## src/hdl/rom_ram_bank_controller_assert.svh

```systemverilog
// Assertion macros used by the bank controller module.
`ifndef ROM_RAM_BANK_CONTROLLER_ASSERT_SVH
`define ROM_RAM_BANK_CONTROLLER_ASSERT_SVH

// The consequent must hold in the same cycle as the antecedent.
`define RRBC_ASSERT_NOW(label, ante, cons) \
	label: assert property (@(posedge clk) disable iff (!arst_n) (ante) |-> (cons)) \
		else $error("rom_ram_bank_controller: assertion failed");

// The consequent must hold in the cycle after the antecedent.
`define RRBC_ASSERT_NEXT(label, ante, cons) \
	label: assert property (@(posedge clk) disable iff (!arst_n) (ante) |=> (cons)) \
		else $error("rom_ram_bank_controller: assertion failed");

`endif

```

## src/hdl/rrbc_pkg.sv

```systemverilog
package rrbc_pkg;

	localparam int RAM_BANKS      = 16;
	localparam int RAM_BANK_BYTES = 8192;
	localparam int RAM_BYTES      = RAM_BANKS * RAM_BANK_BYTES;
	localparam int RAM_ADDR_BITS  = $clog2(RAM_BYTES);
	localparam int RAM_OFS_BITS   = $clog2(RAM_BANK_BYTES);
	localparam int RAM_BANK_BITS  = 4;
	localparam int ROM_BANK_BITS  = 9;
	localparam int ROM_CNT_BITS   = 10;
	localparam int RAM_CNT_BITS   = 5;
	localparam int ROM_ADDR_BITS  = 23;

	localparam logic [7:0] ENABLE_KEY = 8'h0A;
	localparam logic [7:0] OPEN_BUS   = 8'hFF;

	localparam logic [ROM_CNT_BITS-1:0]  ROM_CNT_RESET  = 10'd2;
	localparam logic [RAM_CNT_BITS-1:0]  RAM_CNT_RESET  = 5'd0;
	localparam logic [ROM_BANK_BITS-1:0] ROM_BANK_RESET = 9'd1;

	typedef enum logic {
		CFG_ROM_BANK_COUNT = 1'b0,
		CFG_RAM_BANK_COUNT = 1'b1
	} cfg_index_t;

	typedef struct packed {
		logic                     rom_fetch;
		logic [ROM_ADDR_BITS-1:0] rom_address;
		logic                     ram_rd;
		logic                     ram_we;
		logic [RAM_ADDR_BITS-1:0] ram_addr;
		logic [7:0]               wdata;
	} req_t;

endpackage

```

## src/hdl/rrbc_decode.sv

```systemverilog
module rrbc_decode (
	input  logic                clk,
	input  logic                arst_n,
	input  logic                cfg_we,
	input  logic                cfg_index,
	input  logic [31:0]         cfg_data,
	input  logic                accept,
	input  logic                kind,
	input  logic [15:0]         address,
	input  logic [7:0]          write_data,
	output rrbc_pkg::req_t      req
);

	logic [rrbc_pkg::ROM_CNT_BITS-1:0]  rom_bank_count_q;
	logic [rrbc_pkg::RAM_CNT_BITS-1:0]  ram_bank_count_q;
	logic [rrbc_pkg::ROM_BANK_BITS-1:0] rom_bank_q;
	logic [rrbc_pkg::RAM_BANK_BITS-1:0] ram_bank_q;
	logic                               ram_enabled_q;

	logic [rrbc_pkg::ROM_CNT_BITS-1:0]  rom_mask;
	logic [rrbc_pkg::ROM_BANK_BITS-1:0] bank_sel;
	logic                               fetch;
	logic                               ram_region;
	logic                               ram_ok;

	always_comb begin
		rom_mask = rom_bank_count_q - 10'd1;
		bank_sel = address[14] ? (rom_bank_q & rom_mask[rrbc_pkg::ROM_BANK_BITS-1:0])
			: '0;
		fetch = !kind && !address[15] && ({1'b0, bank_sel} < rom_bank_count_q);
		ram_region = (address[15:13] == 3'b101);
		ram_ok = ram_enabled_q && ram_region
			&& ({1'b0, ram_bank_q} < ram_bank_count_q)
			&& ({1'b0, ram_bank_q} < rrbc_pkg::RAM_CNT_BITS'(rrbc_pkg::RAM_BANKS));
		req.rom_fetch   = fetch;
		req.rom_address = fetch ? {bank_sel, address[13:0]} : '0;
		req.ram_rd      = ram_ok && !kind;
		req.ram_we      = ram_ok && kind;
		req.ram_addr    = rrbc_pkg::RAM_ADDR_BITS'({ram_bank_q,
			address[rrbc_pkg::RAM_OFS_BITS-1:0]});
		req.wdata       = write_data;
	end

	always_ff @(posedge clk or negedge arst_n) begin
		if (!arst_n) begin
			rom_bank_count_q <= rrbc_pkg::ROM_CNT_RESET;
			ram_bank_count_q <= rrbc_pkg::RAM_CNT_RESET;
			rom_bank_q       <= rrbc_pkg::ROM_BANK_RESET;
			ram_bank_q       <= '0;
			ram_enabled_q    <= 1'b0;
		end else begin
			if (cfg_we) begin
				case (rrbc_pkg::cfg_index_t'(cfg_index))
					rrbc_pkg::CFG_ROM_BANK_COUNT: begin
						rom_bank_count_q <= cfg_data[rrbc_pkg::ROM_CNT_BITS-1:0];
					end
					rrbc_pkg::CFG_RAM_BANK_COUNT: begin
						ram_bank_count_q <= cfg_data[rrbc_pkg::RAM_CNT_BITS-1:0];
					end
					default: begin
					end
				endcase
			end
			if (accept && kind) begin
				if (address[15:13] == 3'b000) begin
					ram_enabled_q <= (write_data == rrbc_pkg::ENABLE_KEY);
				end else if (address[15:12] == 4'h2) begin
					rom_bank_q[7:0] <= write_data;
				end else if (address[15:12] == 4'h3) begin
					rom_bank_q[8] <= write_data[0];
				end else if (address[15:13] == 3'b010) begin
					ram_bank_q <= write_data[rrbc_pkg::RAM_BANK_BITS-1:0];
				end
			end
		end
	end

endmodule
```

## config.mk

```make
export PLATFORM = sky130hd
export DESIGN_NAME = rrbc_decode
export DESIGN_NICKNAME = d
export VERILOG_FILES = /design/src/hdl/rom_ram_bank_controller_assert.svh /design/src/hdl/rrbc_pkg.sv /design/src/hdl/rrbc_decode.sv
export SDC_FILE = /design/constraint.sdc
export NUM_CORES = 1
export LEC_CHECK = 0
export BUFFER_PORTS_ARGS = -buffer_cell sky130_fd_sc_hd__buf_2
export CAP_MARGIN = 10
export CORE_ASPECT_RATIO = 1.2
export CORE_MARGIN = 5
export CORE_UTILIZATION = 25
export CTS_BUF_LIST = sky130_fd_sc_hd__clkbuf_4 sky130_fd_sc_hd__clkbuf_8
export DETAILED_ROUTE_END_ITERATION = 10
export HOLD_SLACK_MARGIN = 0.06
export SYNTH_ARGS = -nofsm -noshare
export SYNTH_HDL_FRONTEND = slang
export SYNTH_SLANG_ARGS = --single-unit
```

## constraint.sdc

```tcl
create_clock -name clk -period 3.5 [get_ports clk]
set_input_delay 0.35 -clock clk [delete_from_list [all_inputs] [get_ports clk]]
set_output_delay 0.35 -clock clk [all_outputs]
set_load 0.02 [all_outputs]
```

# Word-level counts from Yosys, hierarchy flattened
# Cells that the tools add are included.
word_totals:
  input_bits: 62
  wordCells: 37
  ff_bits: 29
  out_inout_bits: 51
classes:
  magnitude_cmp: 2
  n_reduce_logical: 16
  addsub: 1
  mux: 2
  n_eq_ne: 5
  bitwise: 5
ops:
  columns: ["operator", "count"]
  rows:
  - ["23-bit 2-to-1 mux", 1]
  - ["9-bit by 10-bit < comparator with 1-bit output", 1]
  - ["9-bit bitwise AND", 1]
  - ["9-bit 2-to-1 mux", 1]
  - ["9-bit by 1-bit subtractor with 9-bit output (second input constant)", 1]
  - ["4-bit by 2-bit equality test with 1-bit output (second input constant)", 2]
  - ["8-bit by 4-bit equality test with 1-bit output (second input constant)", 1]
  - ["1-bit logical AND", 7]
  - ["2-bit AND reduction", 3]
  - ["4-bit by 5-bit < comparator with 1-bit output", 1]
  - ["5-bit AND reduction", 1]
  - ["1-bit inverter", 4]
  - ["4-bit AND reduction", 1]
  - ["3-bit by 2-bit equality test with 1-bit output (second input constant)", 1]
  - ["3-bit equality test (second input constant)", 1]
  - ["3-bit logical NOT", 1]
  - ["3-bit AND reduction", 1]
  - ["1-bit logical NOT", 2]

# Depth between registers and ports, before layout
# Gate-level depths: netlist (run 1).
logic_depth:
  depth_word: 6
  mapped_depth: 11
  mapped_depth_nobuf: 10

# Worst setup path before layout (run 1)
# Ideal clock, no wire load.
synth_timing:
  path_kind: "register to output"
  startpoint: "register rom_bank_count_q[2] in the netlist's numbering"
  endpoint: "output port req[49] in the netlist's numbering"
  path_slack_ps: 446
  stages_incl_launch_ff: 10
  required_ps: 3150
  path_buffers: 0
  arrival_time_ps: 2704
  cell_sequence: "dfrtp_1 nor3_1 nand3_1 xnor2_1 nor2_1 ha_1 and3b_1 and3_4 a211oi_4 nor3b_1"
synth_lines:
  columns: ["element", "line_no", "rtl"]
  rows:
  - ["start: declaration", "rrbc_decode.sv:14", "logic [rrbc_pkg::ROM_CNT_BITS-1:0] rom_bank_count_q;"]
  - ["start signal: assignment", "rrbc_decode.sv:46", "rom_bank_count_q <= rrbc_pkg::ROM_CNT_RESET;"]
  - ["start signal: assignment", "rrbc_decode.sv:55", "rom_bank_count_q <= cfg_data[rrbc_pkg::ROM_CNT_BITS-1:0];"]
  - ["end: declaration", "rrbc_decode.sv:11", "output rrbc_pkg::req_t req"]

==> reports/qor.txt, run 1 <==
core box area -> 7750 µm²
count of pins over their slew limit -> 0
routed vias -> 1652
Final Critical Period -> 3.33 ns
TritonCTS clock tree -> built
highest fanout seen on the critical path -> 13
number of placement rows -> 35
share of Yosys cell area claimed by the top area cell type -> 0.338
cell type of the slowest stage on the worst timing path -> sky130_fd_sc_hd__dfstp_2
first-pass GRT wire length -> 8340 µm
placer's final routability congestion estimate -> 0.739
worst-skew pair later-pin latency -> 0.27 ns
setup repair after global routing missed its margin -> false
CTS Buffer Depth -> 2
number of storage elements in the synthesis netlist -> 29
number of nets in the synthesized netlist -> 277
Final WS setup -> 0.168 ns
transition time at the pin with the least slew margin -> 0.640 ns
Max rail drop VDD -> 0.294 mV
data arrival at the endpoint of the critical path -> 2.98 ns
Peak Freq -> 300 MHz
Post-synth ARST share -> 1.00
leading cell type by number of instances after synthesis -> sky130_fd_sc_hd__dfrtp_1
number of buffer and inverter stages on the critical path -> 4
count of final setup violators -> 0
cell at the root of the clock tree -> sky130_fd_sc_hd__clkbuf_8
Main synth FF type -> sky130_fd_sc_hd__dfrtp_1
final setup TNS -> 0 ns
relative slew slack -> 0.573
Ports -> 113
Die Footprint -> 9880 µm²
worst clock skew -> 0 ns
leakage power of the design -> 0.00131 µW
antenna violations before repair -> 0
Final period util -> 0.952
Port Buffer Count -> 90
total power of the final layout -> 1030 µW
global-route congestion overflow total -> 0
type of element capturing the critical path -> output pin
number of max-cap violations -> 0
number of cells after detailed placement -> 361
Mapped Area -> 2000 µm²
drt first pass iters -> 4
data required time at the worst endpoint -> 3.15 ns
post-detailed-route count of antenna-violating nets -> 0
Setup Crit Path Kind -> reg2out
via count of the first global-routing pass -> 1702
leading post-synthesis cells by cell area -> sky130_fd_sc_hd__dfrtp_1, sky130_fd_sc_hd__mux2_2, sky130_fd_sc_hd__buf_4
gate family responsible for the most delay along the worst path -> buffers and inverters
filler-free cell count of the finished design -> 371
sequential cell area -> 728 µm²
status -> complete, no violations
Hold-fix buffers, CTS -> 0
Via-to-Cell Ratio -> 4.45
FILL cells -> 828
clock buffer count from CTS -> 5
Nets -> 351
Clk pin slew, worst setup/hold paths -> 0.06 ns
maximum number of pins on one net before global-route repair -> 30
total length of routed wires -> 5110 µm
horizontal die dimension -> 91.6 µm
Yosys warning total -> 0
die span in y -> 108 µm
initial DRC count -> 73
cell count after synthesis -> 204
all-layer global routing usage -> 0.105
Power per Cell Area -> 409 nW/µm²
average instance area after synthesis -> 9.79 µm²
post-synthesis cell type with the largest combined area -> sky130_fd_sc_hd__dfrtp_1
Critical Path Source Type -> flop
Layout Area Growth over Synthesis -> 26.6%
effective utilization at floorplan -> 0.258
class of the tightest hold or removal check -> in2async
HPWL Detailed -> 4250 µm
clock net sink count -> 29
sequential area share after synthesis -> 0.365
ordered list of cells on the worst path -> inv_1 -> ha_4 -> nor3b_2 -> xnor2_1 -> and3_1 -> ha_1 -> a21oi_1 -> o21ai_1 -> a211oi_4 -> buf_4 -> buf_4 -> and2_2 -> buf_2
stage delay of the slowest cell on the critical path -> 0.54 ns
number of design rule violations left after detail routing -> 0
most frequent cell on the critical path -> sky130_fd_sc_hd__buf_4
count of flip-flops with a built-in enable after synthesis -> 0
minimum setup slack after placement -> 0.187 ns
Wirelength per Cell -> 13.8 µm
deepest level of the CTS H-tree -> 2
area of combinational cells with multiple inputs -> 1060 µm²
Hold Violations, Final -> 0
Commonest cells post-synth -> sky130_fd_sc_hd__dfrtp_1, sky130_fd_sc_hd__buf_4, sky130_fd_sc_hd__mux2_2, sky130_fd_sc_hd__nand2_1, sky130_fd_sc_hd__inv_1
layout cell share with drive strength beyond 1 -> 0.516
n_diodes -> 0
post-synthesis cell type count -> 40
==> where the power goes <==
part | switching, µW | internal [µW]
clock | 119 | 164
combinational | 172 | 145
sequential | 37.9 | 395
==> worst reg2reg max path: cells and delay by family, from the launching register on <==
kind	cells	cell delay, ns
compound gates	1	0.16
buf+inv	1	0.08
flops	1	0.54
==> state kept, by name, indices dropped and copies added, names as in the netlist <==
name              count
ram_enabled_q         1
rom_bank_count_q     10
ram_bank_q            4
ram_bank_count_q      5
rom_bank_q            9
==> cell usage in the layout, fill, tap and decap left out, types with 2 or more instances in the layout <==
cell type | Yosys | layout
sky130_fd_sc_hd__nor3b_2 | 1 | 2
sky130_fd_sc_hd__ha_1 | 11 | 10
sky130_fd_sc_hd__clkbuf_8 | 0 | 5
sky130_fd_sc_hd__nand2_1 | 17 | 17
sky130_fd_sc_hd__inv_1 | 13 | 13
sky130_fd_sc_hd__a21o_1 | 2 | 2
sky130_fd_sc_hd__a21oi_1 | 4 | 4
sky130_fd_sc_hd__mux2_2 | 19 | 19
sky130_fd_sc_hd__nand4b_1 | 2 | 2
sky130_fd_sc_hd__nor3_2 | 0 | 2
sky130_fd_sc_hd__nor2_1 | 5 | 5
sky130_fd_sc_hd__xnor2_2 | 0 | 2
sky130_fd_sc_hd__and2_2 | 7 | 7
sky130_fd_sc_hd__and3_4 | 2 | 2
sky130_fd_sc_hd__buf_4 | 23 | 5
sky130_fd_sc_hd__nand2b_1 | 2 | 2
sky130_fd_sc_hd__nor3_1 | 5 | 3
sky130_fd_sc_hd__o21ai_0 | 12 | 11
sky130_fd_sc_hd__nand3_1 | 3 | 3
sky130_fd_sc_hd__nor3b_1 | 3 | 2
sky130_fd_sc_hd__clkbuf_4 | 0 | 3
sky130_fd_sc_hd__nor2b_1 | 2 | 2
sky130_fd_sc_hd__and3_1 | 4 | 4
sky130_fd_sc_hd__xnor2_1 | 5 | 3
sky130_fd_sc_hd__and2_1 | 11 | 11
sky130_fd_sc_hd__dfrtp_1 | 27 | 27
sky130_fd_sc_hd__and4b_1 | 2 | 2
sky130_fd_sc_hd__and4_2 | 2 | 2
sky130_fd_sc_hd__dfstp_2 | 2 | 2
sky130_fd_sc_hd__buf_2 | 0 | 90
==> path summary, 6_finish.rpt <==
check	startpoint	end	slack, ns	depth (start not counted)
max	rom_bank_count_q[1]$_DFFE_PN1P_	req[30]	0.17	13
min	arst_n	ram_bank_q[0]$_DFFE_PN0P_	0.09	1
max reg2reg	rom_bank_count_q[1]$_DFFE_PN1P_	rom_bank_count_q[1]$_DFFE_PN1P_	2.65	2
min reg2reg	rom_bank_q[3]$_DFFE_PN0P_	rom_bank_q[3]$_DFFE_PN0P_	0.50	1
max in group asynchronous	arst_n	rom_bank_count_q[7]$_DFFE_PN0P_	2.98	1
min in group clk	cfg_data[5]	rom_bank_count_q[5]$_DFFE_PN0P_	0.29	3
==> logic make-up after synthesis <==
| group | synth area share |
|---|---|
| buf+inv | 0.128 |
| xor+xnor | 0.0263 |
| compound gates | 0.0771 |
| flops | 0.365 |
| simple gates | 0.228 |
| mux | 0.107 |
| fa+ha+maj | 0.0689 |
==> cell type report <==
| class | count | area share |
|---|---|---|
| repair buffers | 95 | 0.193 |
| flip-flops and latches | 29 | 0.288 |
| well taps | 92 | 0.0455 |
| inverters | 13 | 0.0193 |
| multi-input cells | 134 | 0.418 |
| clock buffers | 8 | 0.0361 |
==> per-layer routing <==
layer | vias up | routed length, µm | GRT usage
li1 | 826 | - | -
met2 | 70 | 2400 | 0.179
met3 | 6 | 457 | 0.0357
met4 | 0 | 42 | 0.0226
met1 | 750 | 2220 | 0.128
met5 | - | 0 | 0
==> per-stage QoR <==
step                area [µm²]  hold WS [ns]  utilization
global placement          2380         0.411        0.307
floorplan                 2000        0.0544            -
finish                    2530        0.0945        0.326
CTS                       2480         0.124        0.321
detailed placement        2380         0.419        0.307
global route              2530         0.144        0.326
==> what timing repair did <==
action,4_1_cts,5_1_grt
setup endpoints to repair,18,20
setup buffers,2,0
resized for setup,0,8
pin swaps,1,0
Power figures use the tool's default switching activity.
==> run 2: changes to the inputs <==
--- a/config.mk
+++ b/config.mk
@@ -5,6 +5,7 @@
 export SDC_FILE = /design/constraint.sdc
 export NUM_CORES = 1
 export LEC_CHECK = 0
+export ABC_AREA = 1
 export BUFFER_PORTS_ARGS = -buffer_cell sky130_fd_sc_hd__buf_2
 export CAP_MARGIN = 10
 export CORE_ASPECT_RATIO = 1.2
==> reports/qor.txt, run 2 <==
clock buffer count from CTS -> 5 (unchanged)
effective utilization at floorplan -> 0.257 (was 0.258)
Ports -> 113 (unchanged)
placer's final routability congestion estimate -> 0.790 (was 0.739)
XOR/XNOR Fraction of Synth Area -> 0.00417 (was 0.0263)
Area after DPL -> 2480 µm² (was 2380 µm²)
Wirelength per Cell -> 10.9 µm (was 13.8 µm)
origin of the critical flop-to-flop path -> rom_bank_count_q[6]$_DFFE_PN0P_ (was rom_bank_count_q[1]$_DFFE_PN1P_)
data arrival at the endpoint of the critical path -> 2.74 ns (was 2.98 ns)
minimum setup slack after placement -> 0.580 ns (was 0.187 ns)
class of the tightest hold or removal check -> in2async (unchanged)
deepest level of the CTS H-tree -> 2 (unchanged)
leading post-synthesis cells by cell area -> sky130_fd_sc_hd__dfrtp_1, sky130_fd_sc_hd__inv_1, sky130_fd_sc_hd__nand2_1 (was sky130_fd_sc_hd__dfrtp_1, sky130_fd_sc_hd__mux2_2, sky130_fd_sc_hd__buf_4)
worst setup slack for register-to-register paths -> 2.70 ns (was 2.65 ns)
Port Buffer Count -> 90 (unchanged)
Mapped Area -> 2100 µm² (was 2000 µm²)
antenna violations before repair -> 0 (unchanged)
multiplexer share of the synthesized area -> 0 (was 0.107)
type of element capturing the critical path -> output pin (unchanged)
summed area of non-filler cells in the final layout -> 2570 µm² (was 2530 µm²)
highest fanout seen on the critical path -> 24 (was 13)
layout cell share with drive strength beyond 1 -> 0.305 (was 0.516)
Max rail drop VDD -> 0.222 mV (was 0.294 mV)
transition time at the pin with the least slew margin -> 0.672 ns (was 0.640 ns)
cell count after synthesis -> 304 (was 204)
count of flip-flops with a built-in enable after synthesis -> 0 (unchanged)
maximum number of pins on one net before global-route repair -> 30 (unchanged)
ordered list of cells on the worst path -> inv_1 -> ha_1 -> nand2_1 -> nor2_1 -> nand2_1 -> nand3_1 -> inv_1 -> ha_1 -> nand3_1 -> nand3_1 -> nor2_1 -> nand2_4 -> nor2_1 -> buf_2 (was inv_1 -> ha_4 -> nor3b_2 -> xnor2_1 -> and3_1 -> ha_1 -> a21oi_1 -> o21ai_1 -> a211oi_4 -> buf_4 -> buf_4 -> and2_2 -> buf_2)
Post-synth ARST share -> 1.00 (unchanged)
all-layer global routing usage -> 0.108 (was 0.105)
drt first pass iters -> 4 (unchanged)
core box area -> 8150 µm² (was 7750 µm²)
setup repair after global routing missed its margin -> false (unchanged)
post-detailed-route count of antenna-violating nets -> 0 (unchanged)
commonest cells after routing, fill and taps aside -> sky130_fd_sc_hd__buf_2, sky130_fd_sc_hd__inv_1, sky130_fd_sc_hd__nand2_1 (was sky130_fd_sc_hd__buf_2, sky130_fd_sc_hd__dfrtp_1, sky130_fd_sc_hd__mux2_2)
worst-skew pair later-pin latency -> 0.28 ns (was 0.27 ns)
die span in y -> 110 µm (was 108 µm)
via count of the first global-routing pass -> 1962 (was 1702)
worst clock skew -> 0 ns (unchanged)
share of synthesized cell area in full adder, half adder and majority cells -> 0.0656 (was 0.0689)
Hold-fix buffers, CTS -> 0 (unchanged)
Via-to-Cell Ratio -> 4.15 (was 4.45)
data required time at the worst endpoint -> 3.15 ns (about the same)
simple logic cell fraction of the synthesized area -> 0.278 (was 0.228)
count of pins over their slew limit -> 0 (unchanged)
Regs by FF count -> rom_bank_count_q (10), rom_bank_q (9), ram_bank_count_q (5) (unchanged)
Layout Area Growth over Synthesis -> 22.5% (was 26.6%)
share of Yosys cell area claimed by the top area cell type -> 0.322 (was 0.338)
Clk pin slew, worst setup/hold paths -> 0.07 ns (was 0.06 ns)
post-synthesis cell type count -> 23 (was 40)
status -> complete, no violations (unchanged)
final setup TNS -> 0 ns (unchanged)
Top reg by flops -> rom_bank_count_q (unchanged)
number of max-cap violations -> 0 (unchanged)
Final WS setup -> 0.414 ns (was 0.168 ns)
cell type of the slowest stage on the worst timing path -> sky130_fd_sc_hd__dfrtp_1 (was sky130_fd_sc_hd__dfstp_2)
number of buffer and inverter stages on the critical path -> 3 (was 4)
total length of routed wires -> 5310 µm (was 5110 µm)
CTS Buffer Depth -> 2 (unchanged)
leakage power of the design -> 0.00154 µW (was 0.00131 µW)
sequential area share after synthesis -> 0.347 (was 0.365)
Final Critical Period -> 3.09 ns (was 3.33 ns)
routed vias -> 2024 (was 1652)
Setup crit start -> rom_bank_count_q[0]$_DFFE_PN0P_ (was rom_bank_count_q[1]$_DFFE_PN1P_)
Hold Violations, Final -> 0 (unchanged)
stage delay of the slowest cell on the critical path -> 0.39 ns (was 0.54 ns)
count of final setup violators -> 0 (unchanged)
horizontal die dimension -> 93.6 µm (was 91.6 µm)
gate family responsible for the most delay along the worst path -> simple AND/OR/NAND/NOR gates (was buffers and inverters)
number of cells after detailed placement -> 480 (was 361)
number of placement rows -> 36 (was 35)
HPWL Detailed -> 4360 µm (was 4250 µm)
number of nets in the synthesized netlist -> 377 (was 277)
most frequent standard cell in the layout excluding fill and tap cells -> sky130_fd_sc_hd__buf_2 (unchanged)
Yosys warning total -> 0 (unchanged)
relative slew slack -> 0.552 (was 0.573)
Setup Crit Path Kind -> reg2out (unchanged)
Nets -> 446 (was 351)
Commonest cells post-synth -> sky130_fd_sc_hd__inv_1, sky130_fd_sc_hd__nand2_1, sky130_fd_sc_hd__nor2_1, sky130_fd_sc_hd__dfrtp_1, sky130_fd_sc_hd__buf_4 (was sky130_fd_sc_hd__dfrtp_1, sky130_fd_sc_hd__buf_4, sky130_fd_sc_hd__mux2_2, sky130_fd_sc_hd__nand2_1, sky130_fd_sc_hd__inv_1)
dominant combinational cell family by area after synthesis -> simple AND/OR/NAND/NOR gates (unchanged)
first-pass GRT wire length -> 8850 µm (was 8340 µm)
filler-free cell count of the finished design -> 488 (was 371)
Die Footprint -> 10300 µm² (was 9880 µm²)
average instance area after synthesis -> 6.90 µm² (was 9.79 µm²)
area fraction in compound gates after synthesis -> 0.0942 (was 0.0771)
TritonCTS clock tree -> built (unchanged)
n_diodes -> 0 (unchanged)
Critical Path Source Type -> flop (unchanged)
cell at the root of the clock tree -> sky130_fd_sc_hd__clkbuf_8 (unchanged)
post-synthesis cell type with the largest combined area -> sky130_fd_sc_hd__dfrtp_1 (unchanged)
number of design rule violations left after detail routing -> 0 (unchanged)
Final period util -> 0.882 (was 0.952)
Power per Cell Area -> 392 nW/µm² (was 409 nW/µm²)
flip-flop count of the largest register, all copies and words added -> 10 (unchanged)
number of storage elements in the synthesis netlist -> 29 (unchanged)
initial DRC count -> 83 (was 73)
Main synth FF type -> sky130_fd_sc_hd__dfrtp_1 (unchanged)
clock net sink count -> 29 (unchanged)
global-route congestion overflow total -> 0 (unchanged)
Peak Freq -> 324 MHz (was 300 MHz)
run 2: cell count changes in the layout (fill, tap and decap cells not counted), moves of 8 or more:
cell,change
sky130_fd_sc_hd__o21ai_2,+8
sky130_fd_sc_hd__nand2_1,+44
sky130_fd_sc_hd__and2_1,-11
sky130_fd_sc_hd__nor2_1,+48
sky130_fd_sc_hd__inv_1,+48
sky130_fd_sc_hd__mux2_2,-19
sky130_fd_sc_hd__nand3_1,+9
run 2: routing by layer:
| metal | GRT usage | wire (µm) | vias up |
|---|---|---|---|
| met5 | 0 | 0 | - |
| met4 | 0.0485 | 113 | 0 |
| met3 | 0.0210 | 403 | 11 |
| met2 | 0.189 | 2500 | 85 |
| met1 | 0.128 | 2300 | 893 |
| li1 | - | - | 1035 |
run 2: logic make-up after synthesis:
family	count (synthesis)
and+or+nand+nor	141
buffers and inverters	89
AOI/OAI and AO/OA	33
DFF	29
adders and majority gates	11
xor gates and xnor gates	1
run 2: report_power, final:
| group | internal (µW) | total, µW | switching [µW] |
|---|---|---|---|
| Combinational | 111 | 298 | 187 |
| Sequential | 391 | 433 | 42.2 |
| Clock | 145 | 276 | 130 |
run 2: area by class of cell:
cell class / instances / area (µm²)
flip-flops and latches: 29 / 728
inverters: 61 / 229
fillers: 918 / 5580
clock inverters: 2 / 10.0
repair buffers: 90 / 450
clock buffers: 6 / 76.3
multi-input cells: 186 / 933
well taps: 114 / 143
run 2: final timing paths:
check,to,cells past startpoint
setup / recovery,req[48],14
hold reg to reg,rom_bank_q[6]$_DFFE_PN0P_,2
setup reg to reg,rom_bank_count_q[6]$_DFFE_PN0P_,2
hold / removal,rom_bank_q[3]$_DFFE_PN0P_,1
max in group asynchronous,rom_bank_count_q[2]$_DFFE_PN0P_,1
min in group clk,rom_bank_count_q[1]$_DFFE_PN1P_,3
run 2: what timing repair did:
| action | in CTS | in global routing |
|---|---|---|
| buffers inserted | 0 | 0 |
| endpoints found under the setup margin | 0 | 20 |
| gates resized for setup | 0 | 1 |
run 2: per-stage QoR:
step | util | total power [µW] | hold slack, ns
floorplan | - | 651 | 0.0544
global placement | 0.304 | 734 | 0.413
detailed placement | 0.304 | 743 | 0.430
CTS | 0.315 | 1030 | 0.109
global route | 0.315 | 1100 | 0.157
finish | 0.315 | 1010 | 0.102
==> run 3: changes to the inputs <==
--- a/config.mk
+++ b/config.mk
@@ -5,15 +5,17 @@
 export SDC_FILE = /design/constraint.sdc
 export NUM_CORES = 1
 export LEC_CHECK = 0
-export ABC_AREA = 1
+export ABC_AREA = 0
 export BUFFER_PORTS_ARGS = -buffer_cell sky130_fd_sc_hd__buf_2
 export CAP_MARGIN = 10
 export CORE_ASPECT_RATIO = 1.2
 export CORE_MARGIN = 5
-export CORE_UTILIZATION = 25
+export CORE_UTILIZATION = 46
 export CTS_BUF_LIST = sky130_fd_sc_hd__clkbuf_4 sky130_fd_sc_hd__clkbuf_8
 export DETAILED_ROUTE_END_ITERATION = 10
 export HOLD_SLACK_MARGIN = 0.06
+export PLACE_DENSITY = 0.83
 export SYNTH_ARGS = -nofsm -noshare
 export SYNTH_HDL_FRONTEND = slang
 export SYNTH_SLANG_ARGS = --single-unit
+export TNS_END_PERCENT = 50
==> reports/qor.txt, run 3 (synthesis gave the netlist of run 1 again) <==
status -> complete, no violations (unchanged)
filler-free cell count of the finished design -> 334 (was 488)
Nets -> 350 (was 446)
Peak Freq -> 302 MHz (was 324 MHz)
Hold Violations, Final -> 0 (unchanged)
deepest level of the CTS H-tree -> 2 (unchanged)
clock network fraction of total power -> 0.282 (was 0.274)
layout cell share with drive strength beyond 1 -> 0.507 (was 0.305)
n_diodes -> 0 (unchanged)
global-route congestion overflow total -> 0 (unchanged)
number of placement rows -> 26 (was 36)
horizontal die dimension -> 70.1 µm (was 93.6 µm)
Pint -> 712 µW (was 648 µW)
area of combinational cells with multiple inputs -> 1040 µm² (was 933 µm²)
type of element capturing the critical path -> output pin (unchanged)
number of cells after detailed placement -> 326 (was 480)
post-route core utilization -> 0.583 (was 0.315)
Ports -> 113 (unchanged)
number of design rule violations left after detail routing -> 0 (unchanged)
most frequent standard cell in the layout excluding fill and tap cells -> sky130_fd_sc_hd__buf_2 (unchanged)
setup repair after global routing missed its margin -> false (unchanged)
worst setup slack for register-to-register paths -> 2.66 ns (was 2.70 ns)
transition time at the pin with the least slew margin -> 0.643 ns (was 0.672 ns)
antenna violations before repair -> 0 (unchanged)
clock buffer count from CTS -> 5 (unchanged)
Top reg by flops -> rom_bank_count_q (unchanged)
Min Hold Slack -> 0.0938 ns (was 0.102 ns)
class of the tightest hold or removal check -> in2async (unchanged)
Power per Cell Area -> 424 nW/µm² (was 392 nW/µm²)
worst r2r path cells -> 2 (unchanged)
share of power burned in combinational logic -> 0.300 (was 0.296)
Seq pwr share -> 0.418 (was 0.430)
Clk pin slew, worst setup/hold paths -> 0.06 ns (was 0.07 ns)
data arrival at the endpoint of the critical path -> 2.96 ns (was 2.74 ns)
via count of the first global-routing pass -> 1804 (was 1962)
reg-to-reg endpoint -> rom_bank_count_q[1]$_DFFE_PN1P_ (was rom_bank_count_q[6]$_DFFE_PN0P_)
net switching share of the total power -> 0.319 (was 0.357)
sw power -> 333 µW (was 359 µW)
flip-flop count of the largest register, all copies and words added -> 10 (unchanged)
Port Buffer Count -> 90 (unchanged)
post-detailed-route count of antenna-violating nets -> 0 (unchanged)
routed vias -> 1725 (was 2024)
all-layer global routing usage -> 0.176 (was 0.108)
Final period util -> 0.945 (was 0.882)
first-pass GRT wire length -> 7910 µm (was 8850 µm)
maximum number of pins on one net before global-route repair -> 30 (unchanged)
drt first pass iters -> 4 (unchanged)
Final Critical Period -> 3.31 ns (was 3.09 ns)
FILL cells -> 389 (was 918)
TritonCTS clock tree -> built (unchanged)
final setup TNS -> 0 ns (unchanged)
number of max-cap violations -> 0 (unchanged)
Die Footprint -> 5760 µm² (was 10300 µm²)
commonest cells after routing, fill and taps aside -> sky130_fd_sc_hd__buf_2, sky130_fd_sc_hd__dfrtp_1, sky130_fd_sc_hd__mux2_2 (was sky130_fd_sc_hd__buf_2, sky130_fd_sc_hd__inv_1, sky130_fd_sc_hd__nand2_1)
clock net sink count -> 29 (unchanged)
data required time at the worst endpoint -> 3.15 ns (about the same)
Layout Area Growth over Synthesis -> 23.6% (was 22.5%)
Regs by FF count -> rom_bank_count_q (10), rom_bank_q (9), ram_bank_count_q (5) (unchanged)
initial DRC count -> 23 (was 83)
Wirelength per Cell -> 14.3 µm (was 10.9 µm)
total length of routed wires -> 4760 µm (was 5310 µm)
die span in y -> 82.2 µm (was 110 µm)
worst-skew pair later-pin latency -> 0.28 ns (about the same)
relative slew slack -> 0.571 (was 0.552)
sequential cell area -> 728 µm² (unchanged)
effective utilization at floorplan -> 0.472 (was 0.257)
origin of the critical flop-to-flop path -> rom_bank_count_q[1]$_DFFE_PN1P_ (was rom_bank_count_q[6]$_DFFE_PN0P_)
cell at the root of the clock tree -> sky130_fd_sc_hd__clkbuf_8 (unchanged)
CTS Buffer Depth -> 2 (unchanged)
Setup Crit Path Kind -> reg2out (unchanged)
worst clock skew -> 0 ns (unchanged)
leakage power of the design -> 0.00130 µW (was 0.00154 µW)
HPWL Detailed -> 3930 µm (was 4360 µm)
placer's final routability congestion estimate -> 0.794 (was 0.790)
core box area -> 4230 µm² (was 8150 µm²)
Max rail drop VDD -> 0.337 mV (was 0.222 mV)
count of pins over their slew limit -> 0 (unchanged)
setup bufs post-CTS -> 0 (unchanged)
highest fanout seen on the critical path -> 7 (was 24)
Via-to-Cell Ratio -> 5.16 (was 4.15)
Critical Path Source Type -> flop (unchanged)
count of final setup violators -> 0 (unchanged)
==> run 3: changes by cell type in the layout (fill, tap and decap cells not counted), sizes merged, moves of 4 or more <==
cell | before | now
and2 | 0 | 18
and3 | 0 | 6
buf | 90 | 94
inv | 61 | 13
mux2 | 0 | 19
nand2 | 63 | 17
nand3 | 13 | 3
nor2 | 56 | 5
o21ai | 25 | 12
xnor2 | 1 | 5
==> run 3: what timing repair did <==
item	CTS	global route
resized for setup	0	7
setup endpoints to repair	0	19
hold buffers	0	0
==> run 3: final cells by class <==
| type | instances | share of cell area |
|---|---|---|
| clock buffer | 8 | 0.0396 |
| multi-input combinational | 134 | 0.420 |
| sequential | 29 | 0.295 |
| timing repair buffer | 94 | 0.197 |
| inverter | 13 | 0.0198 |
| tap | 56 | 0.0284 |
==> run 3: worst max-delay path by stage <==
| stage | start | endpoint | slack, ns | depth (start not counted) |
|---|---|---|---|---|
| 6_report | rom_bank_count_q[1]$_DFFE_PN1P_ | req[41] | 0.19 | 12 |
| 4_1_cts | rom_bank_count_q[5]$_DFFE_PN0P_ | req[47] | 0.10 | 11 |
| 5_1_grt | rom_bank_count_q[0]$_DFFE_PN0P_ | req[41] | 0.006 | 12 |
| 2_1_floorplan | rom_bank_count_q[2]$_DFFE_PN0P_ | req[49] | 0.45 | 9 |
| 3_5_place_dp | rom_bank_count_q[5]$_DFFE_PN0P_ | req[47] | 0.42 | 11 |
| 3_3_place_gp | rom_bank_count_q[4]$_DFFE_PN0P_ | req[47] | 0.45 | 11 |
==> run 3: stage by stage <==
step	area (µm²)	setup WS, ns	power, µW
after floorplan	2000	0.446	651
after global routing	2470	0.00562	1120
after CTS	2440	0.102	1050
final	2470	0.194	1050
after global placement	2340	0.452	737
after detailed placement	2340	0.415	751
==> run 3: worst max-delay path, cell delays in order, from the launching register on <==
cell and delay (ns):
sky130_fd_sc_hd__dfstp_2 0.53, sky130_fd_sc_hd__inv_1 0.05, sky130_fd_sc_hd__ha_1 0.23, sky130_fd_sc_hd__nor3b_2 0.18, sky130_fd_sc_hd__xnor2_1 0.14, sky130_fd_sc_hd__and3_1 0.21, sky130_fd_sc_hd__ha_1 0.29, sky130_fd_sc_hd__a21oi_1 0.14
sky130_fd_sc_hd__o21ai_1 0.12, sky130_fd_sc_hd__a211oi_4 0.24, sky130_fd_sc_hd__buf_4 0.18, sky130_fd_sc_hd__and4_2 0.22, sky130_fd_sc_hd__buf_2 0.16
==> run 3: metal layers <==
layer | track usage | up-vias | share of wire
li1 | - | 830 | -
met1 | 0.185 | 804 | 0.39
met2 | 0.325 | 83 | 0.51
met3 | 0.0496 | 8 | 0.081
met4 | 0.0881 | 0 | 0.018
met5 | 0 | - | 0
==> run 3: power by group through the flow <==
stage | clock, µW | combinational (µW) | sequential [µW]
after global routing | 326 | 351 | 444
after global placement | 0 | 299 | 438
final | 295 | 314 | 437
after CTS | 303 | 311 | 435
after detailed placement | 0 | 310 | 441
after floorplan | 0 | 211 | 439
